$ cat config.mk
export PLATFORM = sky130hd
export DESIGN_NAME = ipv4_header_parser_core
export DESIGN_NICKNAME = d
export VERILOG_FILES = /design/src/rtl/ipv4hp_pkg.sv /design/src/rtl/ipv4_header_parser_core.sv
export SDC_FILE = /design/constraint.sdc
export NUM_CORES = 1
export LEC_CHECK = 0
export BUFFER_PORTS_ARGS = -buffer_cell sky130_fd_sc_hd__buf_2
export CAP_MARGIN = 10
export CORE_MARGIN = 10
export CORE_UTILIZATION = 33
export CTS_CLUSTER_SIZE = 14
export DETAILED_ROUTE_END_ITERATION = 8
export GPL_ROUTABILITY_DRIVEN = 0
export HOLD_SLACK_MARGIN = 0.06
export SYNTH_ARGS = -nofsm -noshare
export SYNTH_HDL_FRONTEND = slang
export SYNTH_SLANG_ARGS = --single-unit
$ cat constraint.sdc
create_clock -name aclk -period 7 [get_ports aclk]
set_input_delay 1.4 -clock aclk [delete_from_list [all_inputs] [get_ports aclk]]
set_output_delay 1.4 -clock aclk [all_outputs]
set_load 0.05 [all_outputs]
$ cat src/rtl/ipv4hp_pkg.sv
package ipv4hp_pkg;

    // Byte counter width (saturating)
    localparam int COUNT_BITS_DEF = 17;

    // Offset register
    localparam int          OFFSET_W     = 8;
    localparam logic [7:0]  OFFSET_RESET = 8'd14;

    // Stream widths
    localparam int IN_TDATA_W  = 8;
    localparam int OUT_TDATA_W = 144;

    // Header layout
    localparam int HDR_MIN_BYTES = 20;
    localparam int HDR_MIN_WORDS = 5;
    localparam logic [3:0] IP_VERSION_4 = 4'd4;

    // Protocol numbers
    localparam logic [7:0] PROTO_ICMP = 8'd1;
    localparam logic [7:0] PROTO_TCP  = 8'd6;
    localparam logic [7:0] PROTO_UDP  = 8'd17;

    typedef enum logic [2:0] {
        ST_OK         = 3'd0,
        ST_SHORT      = 3'd1,
        ST_NOT_V4     = 3'd2,
        ST_BAD_IHL    = 3'd3,
        ST_INCOMPLETE = 3'd4,
        ST_BAD_LENGTH = 3'd5,
        ST_FRAGMENTED = 3'd6
    } status_t;

    typedef enum logic [1:0] {
        PC_OTHER = 2'd0,
        PC_ICMP  = 2'd1,
        PC_TCP   = 2'd2,
        PC_UDP   = 2'd3
    } proto_class_t;

    // Result word, first member listed is the highest bits
    typedef struct packed {
        logic [2:0]   pad;
        logic [15:0]  received_checksum;
        logic [31:0]  dest_addr;
        logic [31:0]  source_addr;
        proto_class_t protocol_class;
        logic [7:0]   protocol_number;
        logic [7:0]   time_to_live;
        logic [2:0]   flag_bits;
        logic [15:0]  identification;
        logic [15:0]  total_length;
        logic [3:0]   header_words;
        logic         checksum_ok;
        status_t      status;
    } result_t;

    function automatic proto_class_t class_of(input logic [7:0] p);
        proto_class_t c;
        case (p)
            PROTO_ICMP: c = PC_ICMP;
            PROTO_TCP:  c = PC_TCP;
            PROTO_UDP:  c = PC_UDP;
            default:    c = PC_OTHER;
        endcase
        return c;
    endfunction

endpackage

$ cat src/rtl/ipv4_header_parser_core.sv
// A byte accepted into the byte stage is processed when that stage advances; the result
// of a packet is loaded into the result register as its last byte leaves the byte stage.
// Throughput: one byte per cycle; the byte stage only waits when its byte
// is a last byte and the result register is still held by the sink.
// Reset (aresetn low, synchronous): clears all packet state and both valid flags,
// and loads ip_offset with 14.
module ipv4_header_parser_core #(
    parameter int COUNT_BITS = ipv4hp_pkg::COUNT_BITS_DEF
) (
    input  logic                               aclk,
    input  logic                               aresetn,
    // configuration: ip_offset
    input  logic                               cfg_wr_en,
    input  logic [ipv4hp_pkg::OFFSET_W-1:0]    cfg_wr_data,
    // byte stream in
    input  logic                               s_tvalid,
    output logic                               s_tready,
    input  logic [ipv4hp_pkg::IN_TDATA_W-1:0]  s_tdata,   // [7:0] data_byte
    input  logic                               s_tlast,   // last_byte
    // result out
    output logic                               m_tvalid,
    input  logic                               m_tready,
    // m_tdata, from bit 0 up: status[2:0], checksum_ok[3], header_words[7:4],
    // total_length[23:8], identification[39:24], flag_bits[42:40],
    // time_to_live[50:43], protocol_number[58:51], protocol_class[60:59],
    // source_addr[92:61], dest_addr[124:93], received_checksum[140:125],
    // zero pad[143:141]
    output logic [ipv4hp_pkg::OUT_TDATA_W-1:0] m_tdata
);

    localparam int CW = COUNT_BITS;
    // width that holds both the 16-bit length field and a byte count
    localparam int LW = (CW > 16) ? CW : 16;
    localparam logic [CW-1:0] CMAX = {CW{1'b1}};

    // ---------------------------------------------------------------
    // Configuration register
    // ---------------------------------------------------------------
    logic [7:0] ip_offset_reg;

    // ---------------------------------------------------------------
    // Input word register
    // ---------------------------------------------------------------
    logic       in_vld_reg;
    logic [7:0] in_byte_reg;
    logic       in_last_reg;
    logic       advance;

    // ---------------------------------------------------------------
    // Packet state
    // ---------------------------------------------------------------
    logic [CW-1:0] byte_count_reg,     byte_count_next;
    logic [15:0]   sum_accum_reg,      sum_accum_next;
    logic [7:0]    pending_high_reg,   pending_high_next;
    logic [7:0]    version_ihl_reg,    version_ihl_next;
    logic [15:0]   length_field_reg,   length_field_next;
    logic [15:0]   ident_field_reg,    ident_field_next;
    logic [15:0]   flags_offset_reg,   flags_offset_next;
    logic [7:0]    ttl_field_reg,      ttl_field_next;
    logic [7:0]    proto_field_reg,    proto_field_next;
    logic [15:0]   checksum_field_reg, checksum_field_next;
    logic [31:0]   src_field_reg,      src_field_next;
    logic [31:0]   dst_field_reg,      dst_field_next;

    // Result register
    logic                  out_vld_reg;
    ipv4hp_pkg::result_t   out_reg;
    ipv4hp_pkg::result_t   result;

    // Byte position relative to the header
    logic [CW-1:0] offset_ext;
    logic [CW-1:0] rel;
    logic          in_header;
    logic          in_hdr20;
    logic [3:0]    words;
    logic          in_sum;
    logic [16:0]   sum_wide;
    logic [15:0]   sum_fold;

    // Final checks
    logic [CW-1:0] need_min;
    logic [CW-1:0] need_hdr;
    logic [CW-1:0] avail;
    logic          too_short;
    logic          too_long;
    logic          fragmented;
    ipv4hp_pkg::status_t status;

    // Drain the byte stage unless it holds a last byte and the result
    // register is still full and stalled.
    assign advance  = in_vld_reg && (!in_last_reg || !out_vld_reg || m_tready);
    assign s_tready = !in_vld_reg || advance;

    assign m_tvalid = out_vld_reg;
    assign m_tdata  = out_reg;

    // ---------------------------------------------------------------
    // Per-byte update
    // ---------------------------------------------------------------
    assign offset_ext = CW'(ip_offset_reg);
    assign rel        = byte_count_reg - offset_ext;
    assign in_header  = (byte_count_reg != CMAX) && (byte_count_reg >= offset_ext);
    assign in_hdr20   = in_header && (rel < CW'(ipv4hp_pkg::HDR_MIN_BYTES));

    always_comb begin
        version_ihl_next    = version_ihl_reg;
        length_field_next   = length_field_reg;
        ident_field_next    = ident_field_reg;
        flags_offset_next   = flags_offset_reg;
        ttl_field_next      = ttl_field_reg;
        proto_field_next    = proto_field_reg;
        checksum_field_next = checksum_field_reg;
        src_field_next      = src_field_reg;
        dst_field_next      = dst_field_reg;
        if (in_hdr20) begin
            case (rel[4:0])
                5'd0:         version_ihl_next    = in_byte_reg;
                5'd2, 5'd3:   length_field_next   = {length_field_reg[7:0], in_byte_reg};
                5'd4, 5'd5:   ident_field_next    = {ident_field_reg[7:0], in_byte_reg};
                5'd6, 5'd7:   flags_offset_next   = {flags_offset_reg[7:0], in_byte_reg};
                5'd8:         ttl_field_next      = in_byte_reg;
                5'd9:         proto_field_next    = in_byte_reg;
                5'd10, 5'd11: checksum_field_next = {checksum_field_reg[7:0], in_byte_reg};
                5'd12, 5'd13, 5'd14, 5'd15:
                              src_field_next      = {src_field_reg[23:0], in_byte_reg};
                5'd16, 5'd17, 5'd18, 5'd19:
                              dst_field_next      = {dst_field_reg[23:0], in_byte_reg};
                default: ;
            endcase
        end
    end

    // Checksum over 4*IHL bytes, IHL taken after this byte's capture
    assign words    = version_ihl_next[3:0];
    assign in_sum   = in_header && (rel < CW'({words, 2'b00}));
    assign sum_wide = {1'b0, sum_accum_reg} + {1'b0, pending_high_reg, in_byte_reg};
    // fold the end-around carry
    assign sum_fold = sum_wide[15:0] + 16'(sum_wide[16]);

    always_comb begin
        pending_high_next = pending_high_reg;
        sum_accum_next    = sum_accum_reg;
        if (in_sum) begin
            if (!rel[0]) begin
                pending_high_next = in_byte_reg;
            end else begin
                sum_accum_next = sum_fold;
            end
        end
    end

    // saturate at all ones
    assign byte_count_next = (byte_count_reg != CMAX) ? byte_count_reg + CW'(1)
                                                      : byte_count_reg;

    // ---------------------------------------------------------------
    // End-of-packet checks, on the state after the last byte
    // ---------------------------------------------------------------
    assign need_min   = offset_ext + CW'(ipv4hp_pkg::HDR_MIN_BYTES);
    assign need_hdr   = offset_ext + CW'({words, 2'b00});
    assign avail      = byte_count_next - offset_ext;
    assign too_short  = byte_count_next < need_min;
    assign too_long   = LW'(length_field_next) > LW'(avail);
    assign fragmented = flags_offset_next[13] || (flags_offset_next[12:0] != 13'd0);

    always_comb begin
        if (too_short) begin
            status = ipv4hp_pkg::ST_SHORT;
        end else if (version_ihl_next[7:4] != ipv4hp_pkg::IP_VERSION_4) begin
            status = ipv4hp_pkg::ST_NOT_V4;
        end else if (words < 4'(ipv4hp_pkg::HDR_MIN_WORDS)) begin
            status = ipv4hp_pkg::ST_BAD_IHL;
        end else if (byte_count_next < need_hdr) begin
            status = ipv4hp_pkg::ST_INCOMPLETE;
        end else if (too_long) begin
            status = ipv4hp_pkg::ST_BAD_LENGTH;
        end else if (fragmented) begin
            status = ipv4hp_pkg::ST_FRAGMENTED;
        end else begin
            status = ipv4hp_pkg::ST_OK;
        end
    end

    always_comb begin
        result        = '0;
        result.status = status;
        // early rejects carry only the status
        if (status == ipv4hp_pkg::ST_OK || status == ipv4hp_pkg::ST_BAD_LENGTH ||
            status == ipv4hp_pkg::ST_FRAGMENTED) begin
            result.checksum_ok       = (sum_accum_next == 16'hFFFF);
            result.header_words      = words;
            result.total_length      = length_field_next;
            result.identification    = ident_field_next;
            result.flag_bits         = flags_offset_next[15:13];
            result.time_to_live      = ttl_field_next;
            result.protocol_number   = proto_field_next;
            result.protocol_class    = ipv4hp_pkg::class_of(proto_field_next);
            result.source_addr       = src_field_next;
            result.dest_addr         = dst_field_next;
            result.received_checksum = checksum_field_next;
        end
    end

    // ---------------------------------------------------------------
    // Registers
    // ---------------------------------------------------------------
    always_ff @(posedge aclk) begin
        if (!aresetn) begin
            ip_offset_reg      <= ipv4hp_pkg::OFFSET_RESET;
            in_vld_reg         <= 1'b0;
            out_vld_reg        <= 1'b0;
            byte_count_reg     <= '0;
            sum_accum_reg      <= '0;
            pending_high_reg   <= '0;
            version_ihl_reg    <= '0;
            length_field_reg   <= '0;
            ident_field_reg    <= '0;
            flags_offset_reg   <= '0;
            ttl_field_reg      <= '0;
            proto_field_reg    <= '0;
            checksum_field_reg <= '0;
            src_field_reg      <= '0;
            dst_field_reg      <= '0;
        end else begin
            if (cfg_wr_en) begin
                ip_offset_reg <= cfg_wr_data;
            end

            // byte stage: load on accept, empty when drained
            if (s_tvalid && s_tready) begin
                in_vld_reg <= 1'b1;
            end else if (advance) begin
                in_vld_reg <= 1'b0;
            end

            // result stage: load on last byte, drop when taken
            if (advance && in_last_reg) begin
                out_vld_reg <= 1'b1;
            end else if (m_tready) begin
                out_vld_reg <= 1'b0;
            end

            if (advance) begin
                if (in_last_reg) begin
                    // clear packet state for the next packet
                    byte_count_reg     <= '0;
                    sum_accum_reg      <= '0;
                    pending_high_reg   <= '0;
                    version_ihl_reg    <= '0;
                    length_field_reg   <= '0;
                    ident_field_reg    <= '0;
                    flags_offset_reg   <= '0;
                    ttl_field_reg      <= '0;
                    proto_field_reg    <= '0;
                    checksum_field_reg <= '0;
                    src_field_reg      <= '0;
                    dst_field_reg      <= '0;
                end else begin
                    byte_count_reg     <= byte_count_next;
                    sum_accum_reg      <= sum_accum_next;
                    pending_high_reg   <= pending_high_next;
                    version_ihl_reg    <= version_ihl_next;
                    length_field_reg   <= length_field_next;
                    ident_field_reg    <= ident_field_next;
                    flags_offset_reg   <= flags_offset_next;
                    ttl_field_reg      <= ttl_field_next;
                    proto_field_reg    <= proto_field_next;
                    checksum_field_reg <= checksum_field_next;
                    src_field_reg      <= src_field_next;
                    dst_field_reg      <= dst_field_next;
                end
            end
        end
    end

    // payload registers, no reset
    always_ff @(posedge aclk) begin
        if (s_tvalid && s_tready) begin
            in_byte_reg <= s_tdata;
            in_last_reg <= s_tlast;
        end
        if (advance && in_last_reg) begin
            out_reg <= result;
        end
    end

endmodule

==> reports/qor.csv, run 1 <==
stage;metric;value;unit
clocking;cts_root_buffer;clkbuf_16;
routing;drtIter0Drc;1150;
setup_path;r2r_slack;0.52;ns
power;ir_drop;131.6;uV
routing;viasPerCell;5.387;
yosys;ys.warnings.count;0;
die;fp.dieW;250.8;um
yosys;synthSimpleGateAreaFrac;0.1787;
sta;setup_ws;0.5205;ns
yosys;async_reset_ff_frac;0;
sta;hold_violations;0;
die;core-area;52660;sq um
setup_path;path_max_fanout;12;
placed_design;portBuffers;164;
sta;tns;0;ns
yosys;synth_area_leaders;edfxtp_1 (26%), dfxtp_1 (23%), nand2_1 (5.7%), ha_1 (5.2%), a21oi_1 (4.8%);
global_route;track_usage;0.1582;
global_route;first_global_vias;14040;
setup_path;crit_buf_inv;1;
yosys;synth_ff_type;dfxtp_1;
finish;largest_reg_flops;141;
clocking;post_cts_buffers;0;
hold_path;hold_path_class;reg -> reg;
global_route;grt_overflow;0;
routing;drc;0;
routing;drt_wl_total;51780;um
yosys;synth_top_area_share;0.2562;
outcome;status;finished, final reports clean;
placed_design;pre_cts_ws;0.5311;ns
routing;first_pass_iters;6;
routing;postRouteAntennaNets;0;
sta;max_slew.worst_pin.slew;1.242;ns
yosys;netlist_area;17580;sq um
setup_path;path_delay_family;compound AO/OA/AOI/OAI gates;
finish;syn_to_final_growth;15.90;%
sta;post-route-period-util;0.9256;
setup_path;r2r-start;byte_count_reg[8]$_SDFFE_PN0P_;
clocking;cts_tree;yes;
finish;finalNonFillerCells;2672;
power;p_leak;7.809;nW
clocking;cts_buffers;39;
sta;fin_skew;0.02948;ns
setup_path;path_cells;and4_1 > and4_1 > nand2_1 > a21oi_1 > inv_1 > ha_1 > nand2b_1 > a21oi_1 > o21a_1 > o21ai_0 > a21oi_1 > o31a_1 > or3_1 > nor2_1 > mux2_2 > xor2_1 > ha_1 > and4_1 > nand4_1 > a221oi_1 > nor2_1 > a2111oi_2 > a211o_1 > a21boi_0;
setup_path;critPathRequiredTime;7.29;ns
yosys;yosysTopAreaCell;edfxtp_1;
die;die_area;62920;sq um
die;die_y;250.8;um
clocking;cts_max_level;2;
hold_path;hold_path_end;pending_high_reg[7]$_SDFFE_PN0P_;
yosys;synth-compound-area-share;0.1823;
clocking;cts.sinks;353;
setup_path;r2r_cells;24;
sta;fmax;154.3;MHz
global_route;antenna_found_initial;5;
hold_path;hp-start;pending_high_reg[7]$_SDFFE_PN0P_;
die;io_pins;168;
finish;drive_gt1_frac;0.1609;
hold_path;hold_depth;2;
sta;layout_min_cycle_time;6.480;ns
clocking;clock_path_buffers;3;
yosys;synth_top_family_by_area;compound AO/OA/AOI/OAI gates;
setup_path;endpoint_kind;flop;
power;power_density;222.8;nW/um^2
yosys;yosys-top-cells-count;nand2_1 (269), dfxtp_1 (203), nor2_1 (177), a21oi_1 (167), edfxtp_1 (150);
global_route;grt_pass1_wl;80790;um
clocking;clk_pin_slew_worst_paths;0.06;ns
sta;max_slew_margin;0.1718;
clocking;clock_latency;0.57;ns
yosys;synth-xor-area-share;0.03138;
setup_path;cp-start-kind;flop;
placed_design;dp_hpwl;35230;um
setup_path;critPathKind;reg -> reg;
placed_design;placed_cells;2597;
sta;hold-worst-slack;0.4734;ns
yosys;ys_types;82;
power;finalPower;0.004541;W
yosys;synthCells;1822;
yosys;yosysMostFrequentCell;nand2_1;
clocking;hold_buffers;0;
sta;setup_violations;0;
routing;vias;14390;
sta;grt_setup_unrepaired;no;
job;maxCapViolCount;0;
sta;final_max_slew_viol_count;0;
yosys;synth_edf_count;150;
finish;fin_nets;2050;
yosys;yosysSeqAreaShare;0.4873;
setup_path;cp_data_arrival_time;6.77;ns
yosys;synth-adder-area-share;0.05650;
yosys;muxShareOfSynthArea;0.02348;
die;rows;84;
setup_path;cp_slowest_cell;a2111oi_2;
setup_path;reg2reg_to;m_tdata[1]$_DFFE_PP_;
die;start_util;0.3340;
yosys;ys_ff_latch;353;
setup_path;slowest_delay;0.55;ns
global_route;grt_start_max_net_pins;83;
yosys;avgSynthCellArea;9.651;sq um
routing;post_drt_wl_per_cell;19.38;um
## cell families after synthesis
kind of cell | after synthesis
compound gates | 474
mux | 39
simple gates | 660
buf+inv | 155
flops | 353
xor+xnor | 63
fa+ha+maj | 77
other cells | 1
## how the worst max path moves through the flow
stage | from | end | slack [ns] | depth (start not counted)
3_3_place_gp | byte_count_reg[0]$_SDFFE_PN0P_ | m_tdata[60]$_SDFFCE_PN0P_ | 0.69 | 23
6_report | byte_count_reg[8]$_SDFFE_PN0P_ | m_tdata[1]$_DFFE_PP_ | 0.52 | 24
4_1_cts | byte_count_reg[0]$_SDFFE_PN0P_ | m_tdata[60]$_SDFFCE_PN0P_ | 0.54 | 23
2_1_floorplan | byte_count_reg[0]$_SDFFE_PN0P_ | m_tdata[0]$_DFFE_PP_ | 1.40 | 22
3_5_place_dp | byte_count_reg[0]$_SDFFE_PN0P_ | m_tdata[60]$_SDFFCE_PN0P_ | 0.53 | 23
5_1_grt | byte_count_reg[0]$_SDFFE_PN0P_ | m_tdata[60]$_SDFFCE_PN0P_ | 0.02 | 23
## per-layer routing
| layer | track usage | wire length [um] |
|---|---|---|
| met1 | 0.2060 | 22980 |
| met2 | 0.2584 | 24100 |
| met3 | 0.03292 | 3377 |
| met4 | 0.04940 | 1303 |
| met5 | 0 | 27 |
## placed cells by master (no fill, tap or decap), types with 10 or more instances in the layout
master,count
o21a_1,19
buf_2,164
xnor2_1,38
or3_1,11
nand2_1,269
nor4_1,12
mux2_2,18
clkinv_2,10
inv_1,39
nor2_1,175
buf_4,34
nand2b_1,13
clkbuf_16,39
o21ai_0,40
mux2i_1,21
nand4_1,21
edfxtp_1,150
a22o_1,83
ha_1,73
nor3_1,20
xor2_1,25
a22oi_1,85
nor2b_1,33
dfxtp_1,202
nand3_1,25
and3_1,11
a21oi_1,167
## worst min-delay path: cells and delay by family, from the launching register on
kind / cells / cell delay [ns]
and+or+nand+nor: 1 / 0.06
DFF: 1 / 0.32
AOI/OAI and AO/OA: 1 / 0.05
## report_power, final
part,total [W],internal (W),switching (W)
combinational,0.000238,0.0000599,0.000178
sequential,0.00216,0.00215,0.00000864
clock,0.00215,0.00127,0.000875
total,0.00454,0.00348,0.00106
## layout make-up
class                           instances  area (sq um)
Fill cell                            5221         32280
Sequential cell                       353          8569
Multi-Input combinational cell       1316          8341
Timing Repair Buffer                  200          1111
Clock buffer                           44          1005
Tap cell                              688         860.8
Clock inverter                         28         332.8
Inverter                               41         155.1
Antenna cell                            2         5.005
## stage by stage
| stage | utilization | cell area, sq um |
|---|---|---|
| 2_1_floorplan | - | 17590 |
| 3_3_place_gp | 0.3612 | 19020 |
| 3_5_place_dp | 0.3612 | 19020 |
| 4_1_cts | 0.3866 | 20360 |
| 5_1_grt | 0.3870 | 20380 |
| 6_report | 0.3870 | 20380 |
## timing repair
item / 4_1_cts / 5_1_grt
endpoints found under the hold margin: 0 / 0
endpoints found under the setup margin: 0 / 1
resized for setup: 0 / 1
No activity file was read; power rests on OpenSTA's default activity.
==> inputs of run 2 (changes only) <==
Settings changed: CORE_UTILIZATION 33 to 50, PLACE_DENSITY set to 0.69.
Clock period 7 ns to 7.3 ns, I/O delays scaled along.
==> run 2 against run 1 <==
  * Worst hold slack better by 0.00072 ns
  * Total power shrank 7.8%
  * Count of clock-buffer cells in the layout rose by 11
  * Worst setup slack improved by 0.12 ns
  * Cell count down 8.8%
  * Maximum frequency decreased by 2.6%
  * Die area is 32% lower
  * Wire length fell by 6.9%
  * Critical path type unchanged
  * Critical endpoint is now m_tdata[87]$_SDFFCE_PN0P_
  * Largest power group unchanged
==> reports/qor.csv, run 2 (synthesized netlist as in run 1, its figures left out) <==
stage;metric;value;unit;change
outcome;status;finished, final reports clean;;
finish;diodes;0;;-2
sta;hold_violations;0;;unchanged
die;die_y;207.5;um;-17%
routing;postRouteAntennaNets;0;;unchanged
routing;post_drt_wl_per_cell;19.80;um;+2.2%
power;ir_drop;169.8;uV;+29%
clocking;clock_path_buffers;3;;unchanged
clocking;cts_max_level;2;;unchanged
clocking;cts.sinks;353;;unchanged
finish;multi_input_area;8335;sq um;about the same
clocking;clk_pin_slew_worst_paths;0.06;ns;about the same
setup_path;r2r-start;byte_count_reg[0]$_SDFFE_PN0P_;;
sta;max_slew.worst_pin.slew;1.158;ns;-0.08452 ns
clocking;post_cts_buffers;0;;unchanged
finish;final_common_cell;nand2_1;;
clocking;cts_root_buffer;clkbuf_16;;
sta;grt_setup_unrepaired;no;;
routing;drt_wl_total;48240;um;-6.9%
global_route;grt_start_max_net_pins;75;;-9.6%
hold_path;hold_path_class;reg -> reg;;
global_route;track_usage;0.2152;;+0.05691
sta;layout_min_cycle_time;6.655;ns;+0.1758 ns
placed_design;portBuffers;164;;unchanged
routing;drtIter0Drc;1324;;+15%
finish;largest_reg_flops;141;;unchanged
sta;final_max_slew_viol_count;0;;unchanged
placed_design;pre_cts_ws;0.6759;ns;+0.1447 ns
global_route;antenna_found_initial;1;;-4
hold_path;hp-start;pending_high_reg[7]$_SDFFE_PN0P_;;
sta;fmax;150.3;MHz;-2.6%
placed_design;placed_cells;2364;;-9.0%
setup_path;cp-startpoint;byte_count_reg[0]$_SDFFE_PN0P_;;
global_route;grt_overflow;0;;unchanged
routing;drc;0;;unchanged
sta;max_slew_margin;0.2253;;+0.05350
global_route;grt_pass1_wl;77170;um;-4.5%
setup_path;cp-start-kind;flop;;
sta;setup_ws;0.6447;ns;+0.1242 ns
clocking;cts_tree;yes;;
routing;vias;14460;;+0.48%
sta;fin_skew;0.02145;ns;-0.008032 ns
job;maxCapViolCount;0;;unchanged
clocking;cts_resized;0;;unchanged
setup_path;cp_data_arrival_time;6.93;ns;+0.16 ns
placed_design;dp_hpwl;33030;um;-6.2%
finish;fin_nets;2051;;+0.049%
finish;drive_gt1_frac;0.1560;;-0.004967
die;core-area;34630;sq um;-34%
die;fp.dieW;207.5;um;-17%
finish;finalNonFillerCells;2436;;-8.8%
sta;post-route-period-util;0.9117;;-0.01396
finish;most-common-layout-cells;nand2_1 (269), dfxtp_1 (203), nor2_1 (175), a21oi_1 (167), buf_2 (164);;
die;start_util;0.5078;;+0.1739
setup_path;endpoint_kind;flop;;
die;io_pins;168;;unchanged
finish;fill_cells;2978;;-43%
setup_path;critPathKind;reg -> reg;;
routing;first_pass_iters;7;;+1
finish;syn_to_final_growth;13.59;%;
routing;viasPerCell;5.937;;+10%
setup_path;path_max_fanout;74;;+62
die;rows;68;;-19%
global_route;first_global_vias;13880;;-1.1%
power;power_density;209.7;nW/um^2;-5.9%
setup_path;critPathRequiredTime;7.57;ns;+0.28 ns
sta;setup_violations;0;;unchanged
sta;tns;0;ns;unchanged
finish;seq_area;8568;sq um;about the same
power;p_leak;7.757;nW;-0.66%
clocking;hold_buffers;0;;unchanged
die;die_area;43070;sq um;-32%
clocking;clock_latency;0.54;ns;-0.03 ns
sta;hold-worst-slack;0.4741;ns;+0.0007160 ns
clocking;cts_buffers;40;;+2.6%
==> run 2: worst paths after layout <==
path                                       to  slack, ns  cells after the start
max                 m_tdata[87]$_SDFFCE_PN0P_       0.64                     24
min          pending_high_reg[7]$_SDFFE_PN0P_       0.47                      2
max reg2reg         m_tdata[87]$_SDFFCE_PN0P_       0.64                     24
min reg2reg  pending_high_reg[7]$_SDFFE_PN0P_       0.47                      2
==> run 2: layout make-up <==
class,count,share of cell area
flip-flops and latches,353,0.4290
well taps,455,0.02850
repair buffers,200,0.05575
inverters,41,0.007767
multi-input cells,1316,0.4173
clock buffers,55,0.05443
clock inverters,16,0.007266
==> run 2: through the flow <==
stage,total power (W),cell area (sq um),utilization
final,0.004189,19970,0.5768
after global routing,0.004323,19970,0.5768
after detailed placement,0.002334,18740,0.5411
after CTS,0.004216,19970,0.5767
after global placement,0.002330,18740,0.5411
after floorplan,0.002265,17590,-
==> run 2: power breakdown <==
part | total [W] | internal [W] | leakage, nW | switching (W)
Combinational | 0.000225 | 0.0000576 | 3.86 | 0.000167
Clock | 0.00189 | 0.00111 | 0.600 | 0.000779
Sequential | 0.00207 | 0.00206 | 3.30 | 0.00000886
==> run 2: worst max-delay path, stage by stage, from the launching register on <==
cell and delay [ns]:
dfxtp_1 0.43, inv_1 0.07, ha_1 0.20, fa_1 0.38
nand2b_1 0.24, a211oi_2 0.29, nor2_1 0.14, xor2_1 0.19
or4_4 0.59, nor4_4 0.23, buf_4 0.23, mux2i_1 0.55
inv_1 0.17, ha_1 0.30, a21o_1 0.17, a21oi_1 0.22
nor2b_1 0.07, o21ai_0 0.21, xnor2_1 0.10, ha_1 0.18
a211o_1 0.32, o211ai_1 0.28, buf_12 0.38, buf_12 0.34
a21oi_1 0.10
==> run 2: metal layers <==
layer  share of wire  GRT usage
met5               0          0
met1            0.44     0.2910
met3           0.071    0.03730
met4           0.024    0.06422
met2            0.46     0.3450
